<file path="src/rtl/core/mvp_pkg.sv">
// Shared types, constants and helper functions for the mecanum velocity PID block.
package mvp_pkg;

    localparam int DATA_W     = 32;
    localparam int COEF_W     = 16;
    localparam int SCALE_W    = 16;
    localparam int GAIN_W     = 48;
    localparam int NUM_LANES  = 3;
    localparam int LANE_W     = 2;
    localparam int MUL_A_W    = 34;
    localparam int MUL_B_W    = 17;
    localparam int PROD_W     = MUL_A_W + MUL_B_W;
    localparam int ACC_W      = PROD_W;
    localparam int DIFF_W     = DATA_W + 1;
    localparam int FRAC_SHIFT = 16;
    localparam int GAIN_SHIFT = 8;
    localparam int APB_DATA_W = 64;
    localparam int APB_ADDR_W = 6;
    localparam int ADDR_LSB   = 3;

    localparam logic [LANE_W-1:0] LANE_X   = 2'd0;
    localparam logic [LANE_W-1:0] LANE_Y   = 2'd1;
    localparam logic [LANE_W-1:0] LANE_YAW = 2'd2;

    localparam logic [SCALE_W-1:0] LINEAR_SCALE_RST   = 16'd1262;
    localparam logic [SCALE_W-1:0] ROTATION_SCALE_RST = 16'd3906;
    localparam logic [SCALE_W-1:0] SAMPLE_PERIOD_RST  = 16'd655;
    localparam logic [SCALE_W-1:0] SAMPLE_RATE_RST    = 16'd100;

    localparam logic signed [63:0] S32_MAX = 64'sd2147483647;
    localparam logic signed [63:0] S32_MIN = -64'sd2147483648;

    typedef enum logic [2:0] {
        REG_GAINS_X,
        REG_GAINS_Y,
        REG_GAINS_YAW,
        REG_LINEAR_SCALE,
        REG_ROTATION_SCALE,
        REG_SAMPLE_PERIOD,
        REG_SAMPLE_RATE
    } reg_idx_t;

    typedef struct packed {
        logic [GAIN_W-1:0]  gains_x;
        logic [GAIN_W-1:0]  gains_y;
        logic [GAIN_W-1:0]  gains_yaw;
        logic [SCALE_W-1:0] linear_scale;
        logic [SCALE_W-1:0] rotation_scale;
        logic [SCALE_W-1:0] sample_period;
        logic [SCALE_W-1:0] sample_rate;
    } cfg_t;

    typedef enum logic [3:0] {
        OP_NONE,
        OP_MEAS,
        OP_ERR,
        OP_PERIOD,
        OP_RATE,
        OP_KP,
        OP_KI,
        OP_KD,
        OP_DRIVE
    } op_t;

    typedef struct packed {
        logic              load_in;
        op_t               op;
        logic [LANE_W-1:0] lane;
        logic              load_out;
    } dp_cmd_t;

    typedef enum logic [3:0] {
        S_IDLE,
        S_MEAS,
        S_ERR,
        S_PERIOD,
        S_RATE,
        S_KP,
        S_KI,
        S_KD,
        S_DRIVE,
        S_LOAD
    } state_t;

    function automatic logic signed [DATA_W-1:0] sat32(input logic signed [63:0] v);
        logic signed [DATA_W-1:0] r;
        if (v > S32_MAX)
        begin
            r = S32_MAX[DATA_W-1:0];
        end
        else if (v < S32_MIN)
        begin
            r = S32_MIN[DATA_W-1:0];
        end
        else
        begin
            r = v[DATA_W-1:0];
        end
        return r;
    endfunction

endpackage

</file>
<file path="src/rtl/core/mvp_if.sv">
// Valid/ready channel interfaces for wheel samples in and PID results out.
interface mvp_in_if
    import mvp_pkg::*;
();
    logic                     valid;
    logic                     ready;
    logic signed [DATA_W-1:0] wheel_front_right;
    logic signed [DATA_W-1:0] wheel_front_left;
    logic signed [DATA_W-1:0] wheel_rear_left;
    logic signed [DATA_W-1:0] wheel_rear_right;
    logic signed [DATA_W-1:0] goal_x;
    logic signed [DATA_W-1:0] goal_y;
    logic signed [DATA_W-1:0] goal_yaw;

    modport source (
        output valid, wheel_front_right, wheel_front_left, wheel_rear_left,
               wheel_rear_right, goal_x, goal_y, goal_yaw,
        input  ready
    );

    modport sink (
        input  valid, wheel_front_right, wheel_front_left, wheel_rear_left,
               wheel_rear_right, goal_x, goal_y, goal_yaw,
        output ready
    );
endinterface

interface mvp_out_if
    import mvp_pkg::*;
();
    logic                     valid;
    logic                     ready;
    logic signed [DATA_W-1:0] drive_x;
    logic signed [DATA_W-1:0] drive_y;
    logic signed [DATA_W-1:0] drive_yaw;
    logic signed [DATA_W-1:0] measured_x;
    logic signed [DATA_W-1:0] measured_y;
    logic signed [DATA_W-1:0] measured_yaw;
    logic signed [DATA_W-1:0] error_x;
    logic signed [DATA_W-1:0] error_y;
    logic signed [DATA_W-1:0] error_yaw;

    modport source (
        output valid, drive_x, drive_y, drive_yaw, measured_x, measured_y,
               measured_yaw, error_x, error_y, error_yaw,
        input  ready
    );

    modport sink (
        input  valid, drive_x, drive_y, drive_yaw, measured_x, measured_y,
               measured_yaw, error_x, error_y, error_yaw,
        output ready
    );
endinterface

</file>
<file path="src/rtl/core/mecanum_velocity_pid_top.sv">
// Top level of the mecanum velocity PID block: register file, sequencer and datapath.
// Each accepted sample is worked on for x, y and yaw in turn, stepping each axis through
// measure, error, period, rate, kp, ki, kd and drive, all on one shared 34 by 17 bit
// multiplier whose product is registered; a load step then moves the results into the
// output register, after which a new sample can be taken while the last result still
// waits for its transfer; the next load step then waits until that result has been taken.
// Configuration registers are 64 bits wide at byte address 8 times their index and
// should be written only while the block is idle.
module mecanum_velocity_pid_top
    import mvp_pkg::*;
(
    input  logic                  clk,
    input  logic                  rst_n,
    mvp_in_if.sink                sample_in,
    mvp_out_if.source             result_out,
    input  logic                  psel,
    input  logic                  penable,
    input  logic                  pwrite,
    input  logic [APB_ADDR_W-1:0] paddr,
    input  logic [APB_DATA_W-1:0] pwdata,
    output logic [APB_DATA_W-1:0] prdata,
    output logic                  pready
);

    cfg_t    cfg;
    dp_cmd_t cmd;

    mvp_regs u_regs (
        .clk     (clk),
        .rst_n   (rst_n),
        .psel    (psel),
        .penable (penable),
        .pwrite  (pwrite),
        .paddr   (paddr),
        .pwdata  (pwdata),
        .prdata  (prdata),
        .pready  (pready),
        .cfg     (cfg)
    );

    mvp_ctrl u_ctrl (
        .clk       (clk),
        .rst_n     (rst_n),
        .in_valid  (sample_in.valid),
        .in_ready  (sample_in.ready),
        .out_valid (result_out.valid),
        .out_ready (result_out.ready),
        .cmd       (cmd)
    );

    mvp_dp u_dp (
        .clk               (clk),
        .rst_n             (rst_n),
        .cfg               (cfg),
        .cmd               (cmd),
        .wheel_front_right (sample_in.wheel_front_right),
        .wheel_front_left  (sample_in.wheel_front_left),
        .wheel_rear_left   (sample_in.wheel_rear_left),
        .wheel_rear_right  (sample_in.wheel_rear_right),
        .goal_x            (sample_in.goal_x),
        .goal_y            (sample_in.goal_y),
        .goal_yaw          (sample_in.goal_yaw),
        .drive_x           (result_out.drive_x),
        .drive_y           (result_out.drive_y),
        .drive_yaw         (result_out.drive_yaw),
        .measured_x        (result_out.measured_x),
        .measured_y        (result_out.measured_y),
        .measured_yaw      (result_out.measured_yaw),
        .error_x           (result_out.error_x),
        .error_y           (result_out.error_y),
        .error_yaw         (result_out.error_yaw)
    );

endmodule

</file>
<file path="src/rtl/core/mvp_regs.sv">
// APB configuration register file holding gains, kinematic scales and timing.
module mvp_regs
    import mvp_pkg::*;
(
    input  logic                  clk,
    input  logic                  rst_n,
    input  logic                  psel,
    input  logic                  penable,
    input  logic                  pwrite,
    input  logic [APB_ADDR_W-1:0] paddr,
    input  logic [APB_DATA_W-1:0] pwdata,
    output logic [APB_DATA_W-1:0] prdata,
    output logic                  pready,
    output cfg_t                  cfg
);

    logic [GAIN_W-1:0]  gains_x_reg;
    logic [GAIN_W-1:0]  gains_y_reg;
    logic [GAIN_W-1:0]  gains_yaw_reg;
    logic [SCALE_W-1:0] linear_scale_reg;
    logic [SCALE_W-1:0] rotation_scale_reg;
    logic [SCALE_W-1:0] sample_period_reg;
    logic [SCALE_W-1:0] sample_rate_reg;
    logic               wr_en;
    reg_idx_t           idx;

    assign pready = 1'b1;
    assign wr_en  = psel && penable && pwrite;
    assign idx    = reg_idx_t'(paddr[APB_ADDR_W-1:ADDR_LSB]);

    always_ff @(posedge clk or negedge rst_n)
    begin
        if (!rst_n)
        begin
            gains_x_reg        <= '0;
            gains_y_reg        <= '0;
            gains_yaw_reg      <= '0;
            linear_scale_reg   <= LINEAR_SCALE_RST;
            rotation_scale_reg <= ROTATION_SCALE_RST;
            sample_period_reg  <= SAMPLE_PERIOD_RST;
            sample_rate_reg    <= SAMPLE_RATE_RST;
        end
        else if (wr_en)
        begin
            case (idx)
                REG_GAINS_X:        gains_x_reg        <= pwdata[GAIN_W-1:0];
                REG_GAINS_Y:        gains_y_reg        <= pwdata[GAIN_W-1:0];
                REG_GAINS_YAW:      gains_yaw_reg      <= pwdata[GAIN_W-1:0];
                REG_LINEAR_SCALE:   linear_scale_reg   <= pwdata[SCALE_W-1:0];
                REG_ROTATION_SCALE: rotation_scale_reg <= pwdata[SCALE_W-1:0];
                REG_SAMPLE_PERIOD:  sample_period_reg  <= pwdata[SCALE_W-1:0];
                REG_SAMPLE_RATE:    sample_rate_reg    <= pwdata[SCALE_W-1:0];
                default:
                begin
                end
            endcase
        end
    end

    always_comb
    begin
        case (idx)
            REG_GAINS_X:        prdata = APB_DATA_W'(gains_x_reg);
            REG_GAINS_Y:        prdata = APB_DATA_W'(gains_y_reg);
            REG_GAINS_YAW:      prdata = APB_DATA_W'(gains_yaw_reg);
            REG_LINEAR_SCALE:   prdata = APB_DATA_W'(linear_scale_reg);
            REG_ROTATION_SCALE: prdata = APB_DATA_W'(rotation_scale_reg);
            REG_SAMPLE_PERIOD:  prdata = APB_DATA_W'(sample_period_reg);
            REG_SAMPLE_RATE:    prdata = APB_DATA_W'(sample_rate_reg);
            default:            prdata = '0;
        endcase
    end

    assign cfg.gains_x        = gains_x_reg;
    assign cfg.gains_y        = gains_y_reg;
    assign cfg.gains_yaw      = gains_yaw_reg;
    assign cfg.linear_scale   = linear_scale_reg;
    assign cfg.rotation_scale = rotation_scale_reg;
    assign cfg.sample_period  = sample_period_reg;
    assign cfg.sample_rate    = sample_rate_reg;

endmodule

</file>
<file path="src/rtl/core/mvp_ctrl.sv">
// Sequencing state machine that steps the datapath through each axis in turn.
module mvp_ctrl
    import mvp_pkg::*;
(
    input  logic    clk,
    input  logic    rst_n,
    input  logic    in_valid,
    output logic    in_ready,
    output logic    out_valid,
    input  logic    out_ready,
    output dp_cmd_t cmd
);

    state_t            state_reg;
    state_t            state_next;
    logic [LANE_W-1:0] lane_reg;
    logic [LANE_W-1:0] lane_next;
    logic              out_valid_reg;
    logic              out_valid_next;

    always_ff @(posedge clk or negedge rst_n)
    begin
        if (!rst_n)
        begin
            state_reg     <= S_IDLE;
            lane_reg      <= LANE_X;
            out_valid_reg <= 1'b0;
        end
        else
        begin
            state_reg     <= state_next;
            lane_reg      <= lane_next;
            out_valid_reg <= out_valid_next;
        end
    end

    always_comb
    begin
        state_next   = state_reg;
        lane_next    = lane_reg;
        in_ready     = 1'b0;
        cmd.load_in  = 1'b0;
        cmd.op       = OP_NONE;
        cmd.lane     = lane_reg;
        cmd.load_out = 1'b0;
        case (state_reg)
            S_IDLE:
            begin
                in_ready = 1'b1;
                if (in_valid)
                begin
                    cmd.load_in = 1'b1;
                    lane_next   = LANE_X;
                    state_next  = S_MEAS;
                end
            end
            S_MEAS:
            begin
                cmd.op     = OP_MEAS;
                state_next = S_ERR;
            end
            S_ERR:
            begin
                cmd.op     = OP_ERR;
                state_next = S_PERIOD;
            end
            S_PERIOD:
            begin
                cmd.op     = OP_PERIOD;
                state_next = S_RATE;
            end
            S_RATE:
            begin
                cmd.op     = OP_RATE;
                state_next = S_KP;
            end
            S_KP:
            begin
                cmd.op     = OP_KP;
                state_next = S_KI;
            end
            S_KI:
            begin
                cmd.op     = OP_KI;
                state_next = S_KD;
            end
            S_KD:
            begin
                cmd.op     = OP_KD;
                state_next = S_DRIVE;
            end
            S_DRIVE:
            begin
                cmd.op = OP_DRIVE;
                if (lane_reg == LANE_YAW)
                begin
                    state_next = S_LOAD;
                end
                else
                begin
                    lane_next  = lane_reg + 1'b1;
                    state_next = S_MEAS;
                end
            end
            S_LOAD:
            begin
                if (!out_valid_reg || out_ready)
                begin
                    cmd.load_out = 1'b1;
                    state_next   = S_IDLE;
                end
            end
            default:
            begin
                state_next = S_IDLE;
            end
        endcase

        if (cmd.load_out)
        begin
            out_valid_next = 1'b1;
        end
        else if (out_ready)
        begin
            out_valid_next = 1'b0;
        end
        else
        begin
            out_valid_next = out_valid_reg;
        end
    end

    assign out_valid = out_valid_reg;

endmodule

</file>
<file path="src/rtl/core/mvp_dp.sv">
// Datapath with the shared multiplier, PID state per axis and the result registers.
module mvp_dp
    import mvp_pkg::*;
(
    input  logic                     clk,
    input  logic                     rst_n,
    input  cfg_t                     cfg,
    input  dp_cmd_t                  cmd,
    input  logic signed [DATA_W-1:0] wheel_front_right,
    input  logic signed [DATA_W-1:0] wheel_front_left,
    input  logic signed [DATA_W-1:0] wheel_rear_left,
    input  logic signed [DATA_W-1:0] wheel_rear_right,
    input  logic signed [DATA_W-1:0] goal_x,
    input  logic signed [DATA_W-1:0] goal_y,
    input  logic signed [DATA_W-1:0] goal_yaw,
    output logic signed [DATA_W-1:0] drive_x,
    output logic signed [DATA_W-1:0] drive_y,
    output logic signed [DATA_W-1:0] drive_yaw,
    output logic signed [DATA_W-1:0] measured_x,
    output logic signed [DATA_W-1:0] measured_y,
    output logic signed [DATA_W-1:0] measured_yaw,
    output logic signed [DATA_W-1:0] error_x,
    output logic signed [DATA_W-1:0] error_y,
    output logic signed [DATA_W-1:0] error_yaw
);

    logic signed [MUL_A_W-1:0] sum_reg [NUM_LANES];
    logic signed [DATA_W-1:0]  goal_reg [NUM_LANES];
    logic signed [DATA_W-1:0]  integ_reg [NUM_LANES];
    logic signed [DATA_W-1:0]  prior_reg [NUM_LANES];
    logic signed [DATA_W-1:0]  meas_res_reg [NUM_LANES];
    logic signed [DATA_W-1:0]  err_res_reg [NUM_LANES];
    logic signed [DATA_W-1:0]  drive_res_reg [NUM_LANES];
    logic signed [DATA_W-1:0]  meas_out_reg [NUM_LANES];
    logic signed [DATA_W-1:0]  err_out_reg [NUM_LANES];
    logic signed [DATA_W-1:0]  drive_out_reg [NUM_LANES];
    logic signed [DATA_W-1:0]  err_reg;
    logic signed [DIFF_W-1:0]  diff_reg;
    logic signed [DATA_W-1:0]  deriv_reg;
    logic signed [PROD_W-1:0]  prod_reg;
    logic signed [PROD_W-1:0]  prod_next;
    logic signed [ACC_W-1:0]   acc_reg;
    logic signed [ACC_W-1:0]   acc_sum;

    logic signed [MUL_A_W-1:0] w1, w2, w3, w4;
    logic signed [MUL_A_W-1:0] mul_a;
    logic signed [MUL_B_W-1:0] mul_b;
    logic [GAIN_W-1:0]         gains;
    logic [SCALE_W-1:0]        scale;
    logic signed [COEF_W-1:0]  kp, ki, kd;
    logic signed [DATA_W-1:0]  goal_cur;
    logic signed [DATA_W-1:0]  integ_cur;
    logic signed [DATA_W-1:0]  prior_cur;
    logic                      goal_zero;
    logic signed [DATA_W-1:0]  meas_val;
    logic signed [DATA_W-1:0]  err_val;
    logic signed [DATA_W-1:0]  integ_val;
    logic signed [DATA_W-1:0]  drive_val;

    assign w1 = MUL_A_W'(wheel_front_right);
    assign w2 = MUL_A_W'(wheel_front_left);
    assign w3 = MUL_A_W'(wheel_rear_left);
    assign w4 = MUL_A_W'(wheel_rear_right);

    always_comb
    begin
        case (cmd.lane)
            LANE_X:  gains = cfg.gains_x;
            LANE_Y:  gains = cfg.gains_y;
            default: gains = cfg.gains_yaw;
        endcase
    end

    assign scale     = (cmd.lane == LANE_YAW) ? cfg.rotation_scale : cfg.linear_scale;
    assign kp        = gains[COEF_W-1:0];
    assign ki        = gains[2*COEF_W-1:COEF_W];
    assign kd        = gains[3*COEF_W-1:2*COEF_W];
    assign goal_cur  = goal_reg[cmd.lane];
    assign integ_cur = integ_reg[cmd.lane];
    assign prior_cur = prior_reg[cmd.lane];
    assign goal_zero = (goal_cur == '0);

    always_comb
    begin
        case (cmd.op)
            OP_MEAS:
            begin
                mul_a = sum_reg[cmd.lane];
                mul_b = $signed({1'b0, scale});
            end
            OP_PERIOD:
            begin
                mul_a = MUL_A_W'(err_reg);
                mul_b = $signed({1'b0, cfg.sample_period});
            end
            OP_RATE:
            begin
                mul_a = MUL_A_W'(diff_reg);
                mul_b = $signed({1'b0, cfg.sample_rate});
            end
            OP_KP:
            begin
                mul_a = MUL_A_W'(err_reg);
                mul_b = MUL_B_W'(kp);
            end
            OP_KI:
            begin
                mul_a = MUL_A_W'(integ_cur);
                mul_b = MUL_B_W'(ki);
            end
            OP_KD:
            begin
                mul_a = MUL_A_W'(deriv_reg);
                mul_b = MUL_B_W'(kd);
            end
            default:
            begin
                mul_a = '0;
                mul_b = '0;
            end
        endcase
    end

    assign prod_next = mul_a * mul_b;

    // The product register always carries the previous step's product forward.
    assign meas_val  = sat32(64'($signed(prod_reg[PROD_W-1:FRAC_SHIFT])));
    assign err_val   = sat32(64'(goal_cur) - 64'(meas_val));
    assign integ_val = sat32(64'(integ_cur) + 64'($signed(prod_reg[PROD_W-1:FRAC_SHIFT])));
    assign acc_sum   = acc_reg + prod_reg;
    assign drive_val = sat32(64'(acc_sum >>> GAIN_SHIFT));

    always_ff @(posedge clk or negedge rst_n)
    begin
        if (!rst_n)
        begin
            for (int i = 0; i < NUM_LANES; i++)
            begin
                integ_reg[i] <= '0;
                prior_reg[i] <= '0;
            end
        end
        else
        begin
            case (cmd.op)
                OP_RATE:
                begin
                    integ_reg[cmd.lane] <= goal_zero ? '0 : integ_val;
                end
                OP_DRIVE:
                begin
                    prior_reg[cmd.lane] <= err_reg;
                end
                default:
                begin
                end
            endcase
        end
    end

    always_ff @(posedge clk)
    begin
        prod_reg <= prod_next;

        if (cmd.load_in)
        begin
            sum_reg[LANE_X]    <= w1 + w2 + w3 + w4;
            sum_reg[LANE_Y]    <= w1 - w2 + w3 - w4;
            sum_reg[LANE_YAW]  <= w1 - w2 - w3 + w4;
            goal_reg[LANE_X]   <= goal_x;
            goal_reg[LANE_Y]   <= goal_y;
            goal_reg[LANE_YAW] <= goal_yaw;
        end

        case (cmd.op)
            OP_ERR:
            begin
                meas_res_reg[cmd.lane] <= meas_val;
                err_res_reg[cmd.lane]  <= err_val;
                err_reg                <= err_val;
            end
            OP_PERIOD:
            begin
                diff_reg <= DIFF_W'(err_reg) - DIFF_W'(prior_cur);
            end
            OP_KP:
            begin
                deriv_reg <= sat32(64'(prod_reg));
            end
            OP_KI:
            begin
                acc_reg <= prod_reg;
            end
            OP_KD:
            begin
                acc_reg <= acc_sum;
            end
            OP_DRIVE:
            begin
                drive_res_reg[cmd.lane] <= goal_zero ? '0 : drive_val;
            end
            default:
            begin
            end
        endcase

        if (cmd.load_out)
        begin
            for (int i = 0; i < NUM_LANES; i++)
            begin
                meas_out_reg[i]  <= meas_res_reg[i];
                err_out_reg[i]   <= err_res_reg[i];
                drive_out_reg[i] <= drive_res_reg[i];
            end
        end
    end

    assign drive_x      = drive_out_reg[LANE_X];
    assign drive_y      = drive_out_reg[LANE_Y];
    assign drive_yaw    = drive_out_reg[LANE_YAW];
    assign measured_x   = meas_out_reg[LANE_X];
    assign measured_y   = meas_out_reg[LANE_Y];
    assign measured_yaw = meas_out_reg[LANE_YAW];
    assign error_x      = err_out_reg[LANE_X];
    assign error_y      = err_out_reg[LANE_Y];
    assign error_yaw    = err_out_reg[LANE_YAW];

endmodule

</file>
<file path="src/flat_wrapper.sv">
// flat-port wrapper written by rule: the top's interface ports become plain ports
module mecanum_velocity_pid_top_flat import mvp_pkg::*;
  (clk, rst_n, psel, penable, pwrite, paddr, pwdata, prdata, pready, sample_in_valid, sample_in_wheel_front_right, sample_in_wheel_front_left, sample_in_wheel_rear_left, sample_in_wheel_rear_right, sample_in_goal_x, sample_in_goal_y, sample_in_goal_yaw, sample_in_ready, result_out_valid, result_out_drive_x, result_out_drive_y, result_out_drive_yaw, result_out_measured_x, result_out_measured_y, result_out_measured_yaw, result_out_error_x, result_out_error_y, result_out_error_yaw, result_out_ready);
  mvp_in_if sample_in_i ();
  mvp_out_if result_out_i ();
  input  logic clk;
  input  logic rst_n;
  input  logic psel;
  input  logic penable;
  input  logic pwrite;
  input  logic [APB_ADDR_W-1:0] paddr;
  input  logic [APB_DATA_W-1:0] pwdata;
  output logic [APB_DATA_W-1:0] prdata;
  output logic pready;
  input wire logic [$bits(sample_in_i.valid)-1:0] sample_in_valid;
  input wire logic [$bits(sample_in_i.wheel_front_right)-1:0] sample_in_wheel_front_right;
  input wire logic [$bits(sample_in_i.wheel_front_left)-1:0] sample_in_wheel_front_left;
  input wire logic [$bits(sample_in_i.wheel_rear_left)-1:0] sample_in_wheel_rear_left;
  input wire logic [$bits(sample_in_i.wheel_rear_right)-1:0] sample_in_wheel_rear_right;
  input wire logic [$bits(sample_in_i.goal_x)-1:0] sample_in_goal_x;
  input wire logic [$bits(sample_in_i.goal_y)-1:0] sample_in_goal_y;
  input wire logic [$bits(sample_in_i.goal_yaw)-1:0] sample_in_goal_yaw;
  output wire logic [$bits(sample_in_i.ready)-1:0] sample_in_ready;
  output wire logic [$bits(result_out_i.valid)-1:0] result_out_valid;
  output wire logic [$bits(result_out_i.drive_x)-1:0] result_out_drive_x;
  output wire logic [$bits(result_out_i.drive_y)-1:0] result_out_drive_y;
  output wire logic [$bits(result_out_i.drive_yaw)-1:0] result_out_drive_yaw;
  output wire logic [$bits(result_out_i.measured_x)-1:0] result_out_measured_x;
  output wire logic [$bits(result_out_i.measured_y)-1:0] result_out_measured_y;
  output wire logic [$bits(result_out_i.measured_yaw)-1:0] result_out_measured_yaw;
  output wire logic [$bits(result_out_i.error_x)-1:0] result_out_error_x;
  output wire logic [$bits(result_out_i.error_y)-1:0] result_out_error_y;
  output wire logic [$bits(result_out_i.error_yaw)-1:0] result_out_error_yaw;
  input wire logic [$bits(result_out_i.ready)-1:0] result_out_ready;
  assign sample_in_i.valid = sample_in_valid;
  assign sample_in_i.wheel_front_right = sample_in_wheel_front_right;
  assign sample_in_i.wheel_front_left = sample_in_wheel_front_left;
  assign sample_in_i.wheel_rear_left = sample_in_wheel_rear_left;
  assign sample_in_i.wheel_rear_right = sample_in_wheel_rear_right;
  assign sample_in_i.goal_x = sample_in_goal_x;
  assign sample_in_i.goal_y = sample_in_goal_y;
  assign sample_in_i.goal_yaw = sample_in_goal_yaw;
  assign sample_in_ready = sample_in_i.ready;
  assign result_out_valid = result_out_i.valid;
  assign result_out_drive_x = result_out_i.drive_x;
  assign result_out_drive_y = result_out_i.drive_y;
  assign result_out_drive_yaw = result_out_i.drive_yaw;
  assign result_out_measured_x = result_out_i.measured_x;
  assign result_out_measured_y = result_out_i.measured_y;
  assign result_out_measured_yaw = result_out_i.measured_yaw;
  assign result_out_error_x = result_out_i.error_x;
  assign result_out_error_y = result_out_i.error_y;
  assign result_out_error_yaw = result_out_i.error_yaw;
  assign result_out_i.ready = result_out_ready;
  mecanum_velocity_pid_top u_core (.clk(clk), .rst_n(rst_n), .sample_in(sample_in_i), .result_out(result_out_i), .psel(psel), .penable(penable), .pwrite(pwrite), .paddr(paddr), .pwdata(pwdata), .prdata(prdata), .pready(pready));
endmodule
</file>
<file path="config.mk">
export PLATFORM = sky130hd
export DESIGN_NAME = mecanum_velocity_pid_top_flat
export DESIGN_NICKNAME = d
export VERILOG_FILES = /design/src/rtl/core/mvp_pkg.sv /design/src/rtl/core/mvp_if.sv /design/src/rtl/core/mecanum_velocity_pid_top.sv /design/src/rtl/core/mvp_regs.sv /design/src/rtl/core/mvp_ctrl.sv /design/src/rtl/core/mvp_dp.sv /design/src/flat_wrapper.sv
export SDC_FILE = /design/constraint.sdc
export NUM_CORES = 2
export LEC_CHECK = 0
export BUFFER_PORTS_ARGS = -buffer_cell sky130_fd_sc_hd__buf_4
export CAP_MARGIN = 10
export CORE_ASPECT_RATIO = 2
export CORE_MARGIN = 3
export CORE_UTILIZATION = 55
export DETAILED_ROUTE_END_ITERATION = 8
export PLACE_DENSITY = 0.74
export REMOVE_ABC_BUFFERS = 1
export SLEW_MARGIN = 20
export SYNTH_ARGS = -nofsm -noshare
export SYNTH_HDL_FRONTEND = slang
export SYNTH_SLANG_ARGS = --single-unit
</file>
<file path="constraint.sdc">
create_clock -name clk -period 46 [get_ports clk]
set_input_delay 6.9 -clock clk [delete_from_list [all_inputs] [get_ports clk]]
set_output_delay 6.9 -clock clk [all_outputs]
set_load 0.01 [all_outputs]
</file>
==> qor.csv <==
metric,value,unit
dr.pass1.iters,9,
largest_reg_flops,102,
port_buffers,619,
syn_area,0.0881,mm²
nets,9712,
cp-end-kind,primary output,
ant_nets,0,
synth_edf_count,922,
start_kind,input port,
hp-class,reg -> reg,
cts_hold_buffers,0,
grt_pass1_wl,398000,µm
route.detailed.drc,0,
slowest_delay,670,ps
ys_top_cells_by_area,"edfxtp_1 31%, fa_1 16%, dfrtp_1 11%",
slew_headroom,13.0,%
finalCriticalPeriod,16180,ps
min_from,u_core.u_dp.meas_res_reg[0][19],
die_area,0.165,mm²
crit_chain,buf_4 -> buf_4 -> nor2b_1 -> a21oi_1 -> a21oi_1 -> buf_4,
required,39100,ps
fin_ws,29820,ps
synth_xor_area_share,2.83,%
ios,656,
cap_viol_max_count,0,
overflow,0,
dp_hpwl,206000,µm
clkTransAtPathRegs,70,ps
post-place-ws,29940,ps
status,finished clean,
tns,0,ps
yosysTopAreaCellShare,31.4,%
routed_wirelength,268000,µm
cts-root-buf,clkbuf_16,
path_class,in -> out,
core_area,0.159,mm²
rr_startpoint,u_core.u_ctrl.lane_reg[1],
fmax,61.8,MHz
ys_seq_area_share,44.2,%
gp_congestion,1.00,
post-route-period-util,35.2,%
htree_levels,3,
rrSetupSlack,34050,ps
clock-sinks,1380,
ys_types,103,
cp_num_buf_inv,3,
grt_max_degree,168,
final_common_cell,edfxtp_1,
clock_skew,74.7,ps
worstMarginPinSlew,1290,ps
yosysTopAreaCell,edfxtp_1,
antenna_found_initial,17,
rsz0062_at_grt,false,
crit_top_cell,buf_4,
via_count,63100,
yosysWarningCount,0,
fp-row-count,207,
setup_viol,0,
r2r-end,u_core.u_dp.prod_reg[50],
die_w,289,µm
synthMuxAreaShare,6.45,%
synth_compound_area_share,10.8,%
slew_viol_final,0,
synthCells,7800,
placed_area,0.0951,mm²
final_cell_mix,"922 x edfxtp_1, 814 x inv_1, 724 x buf_4",
start_util,55.4,%
cts_tree,yes,
holdPathEnd,u_core.u_dp.meas_out_reg[0][19],
avgViaCountPerCell,5.99,
final_area,0.0991,mm²
synth_ff_type,edfxtp_1,
syn_area_per_cell,11.3,µm²
grt_usage,32.5,%
synth_top_family_by_area,adder cells,
crit_family,buffers and inverters,
cts_made_buffers,112,
drt_iter0_drc,4300,
synth_fa_ha_area_share,21.4,%
worstHoldPathCells,0,
synthArstFlopShare,29.5,%
cp_max_fo,44,
post_cts_resized,0,
critical_path.slowest_cell,buf_4,
ys_ff_latch,1380,
die_h,572,µm
utilization,62.3,%
yosys.area_share.simple,9.33,%
hold_viol,0,
grt_pass1_vias,67300,
worstSkewPairLatency,770,ps
fill_cells,12700,
drive_gt1_share,16.4,%
arrival,9280,ps
ctsLongestPathBuffers,3,
reg2reg_depth,32,
post_cts_buffers,0,
drt-wirelength-per-cell,25.5,µm
area_delta_synth_final,12.5,%
==> synthesized netlist by cell type (all sizes together) (68+ instances only) <==
cell type  count
a22oi         88
a21oi        403
xor2          88
fa           688
mux2         311
o21ai        411
buf           68
xnor2        197
clkbuf       269
ha           403
nor2         727
edfxtp       922
dfrtp        385
mux2i        198
a21o         117
inv          816
nand3        100
nand2        683
==> final cells by class <==
cell class	count	area (µm²)	share of cell area, %
Inverter	816	3060	3.09
Clock inverter	68	947	0.955
Clock buffer	142	3000	3.02
Multi-Input combinational cell	5282	45000	45.4
Sequential cell	1380	38900	39.3
Antenna cell	21	52.6	0.0530
Timing Repair Buffer	728	5500	5.55
Tap cell	2090	2620	2.64
==> logic make-up (layout without fill, tap and decap cells) <==
logic type,Yosys count,after routing
AND/OR/NAND/NOR,1895,1895
AO/OA/AOI/OAI,1470,1470
flip-flops,1380,1380
buffers and inverters,1153,1754
adder cells (fa/ha/maj),1097,1097
multiplexers,518,518
XOR/XNOR,285,285
other,2,38
==> layer usage <==
metal,track usage (%),routed length [µm],vias to the layer above,part of all wire [%]
met1,31.6,83200,31500,31
met5,0,64,-,0.024
met4,26.7,26600,10,9.9
met3,5.11,17000,1048,6.3
li1,-,-,27900,-
met2,59.7,141000,2636,53
==> stage by stage <==
| step | std cells | hold WS [ps] |
|---|---|---|
| global route | 10500 | 388 |
| detailed placement | 10300 | 405 |
| floorplan | 7478 | 400 |
| finish | 10500 | 375 |
| global placement | 10300 | 400 |
| CTS | 10500 | 375 |
==> worst max-delay path by stage <==
stage	from	to	slack, ps	cells past startpoint
2_1_floorplan	result_out_ready	u_core.u_dp.drive_out_reg[0][0]	18400	2
3_3_place_gp	paddr[4]	prdata[4]	29930	6
3_5_place_dp	paddr[4]	prdata[4]	29940	6
4_1_cts	paddr[4]	prdata[4]	29930	6
5_1_grt	paddr[4]	prdata[4]	29790	6
6_report	paddr[4]	prdata[4]	29820	6
Power is not shown: default switching activity piles up to over one toggle a cycle in this logic, so the estimate is an artifact.
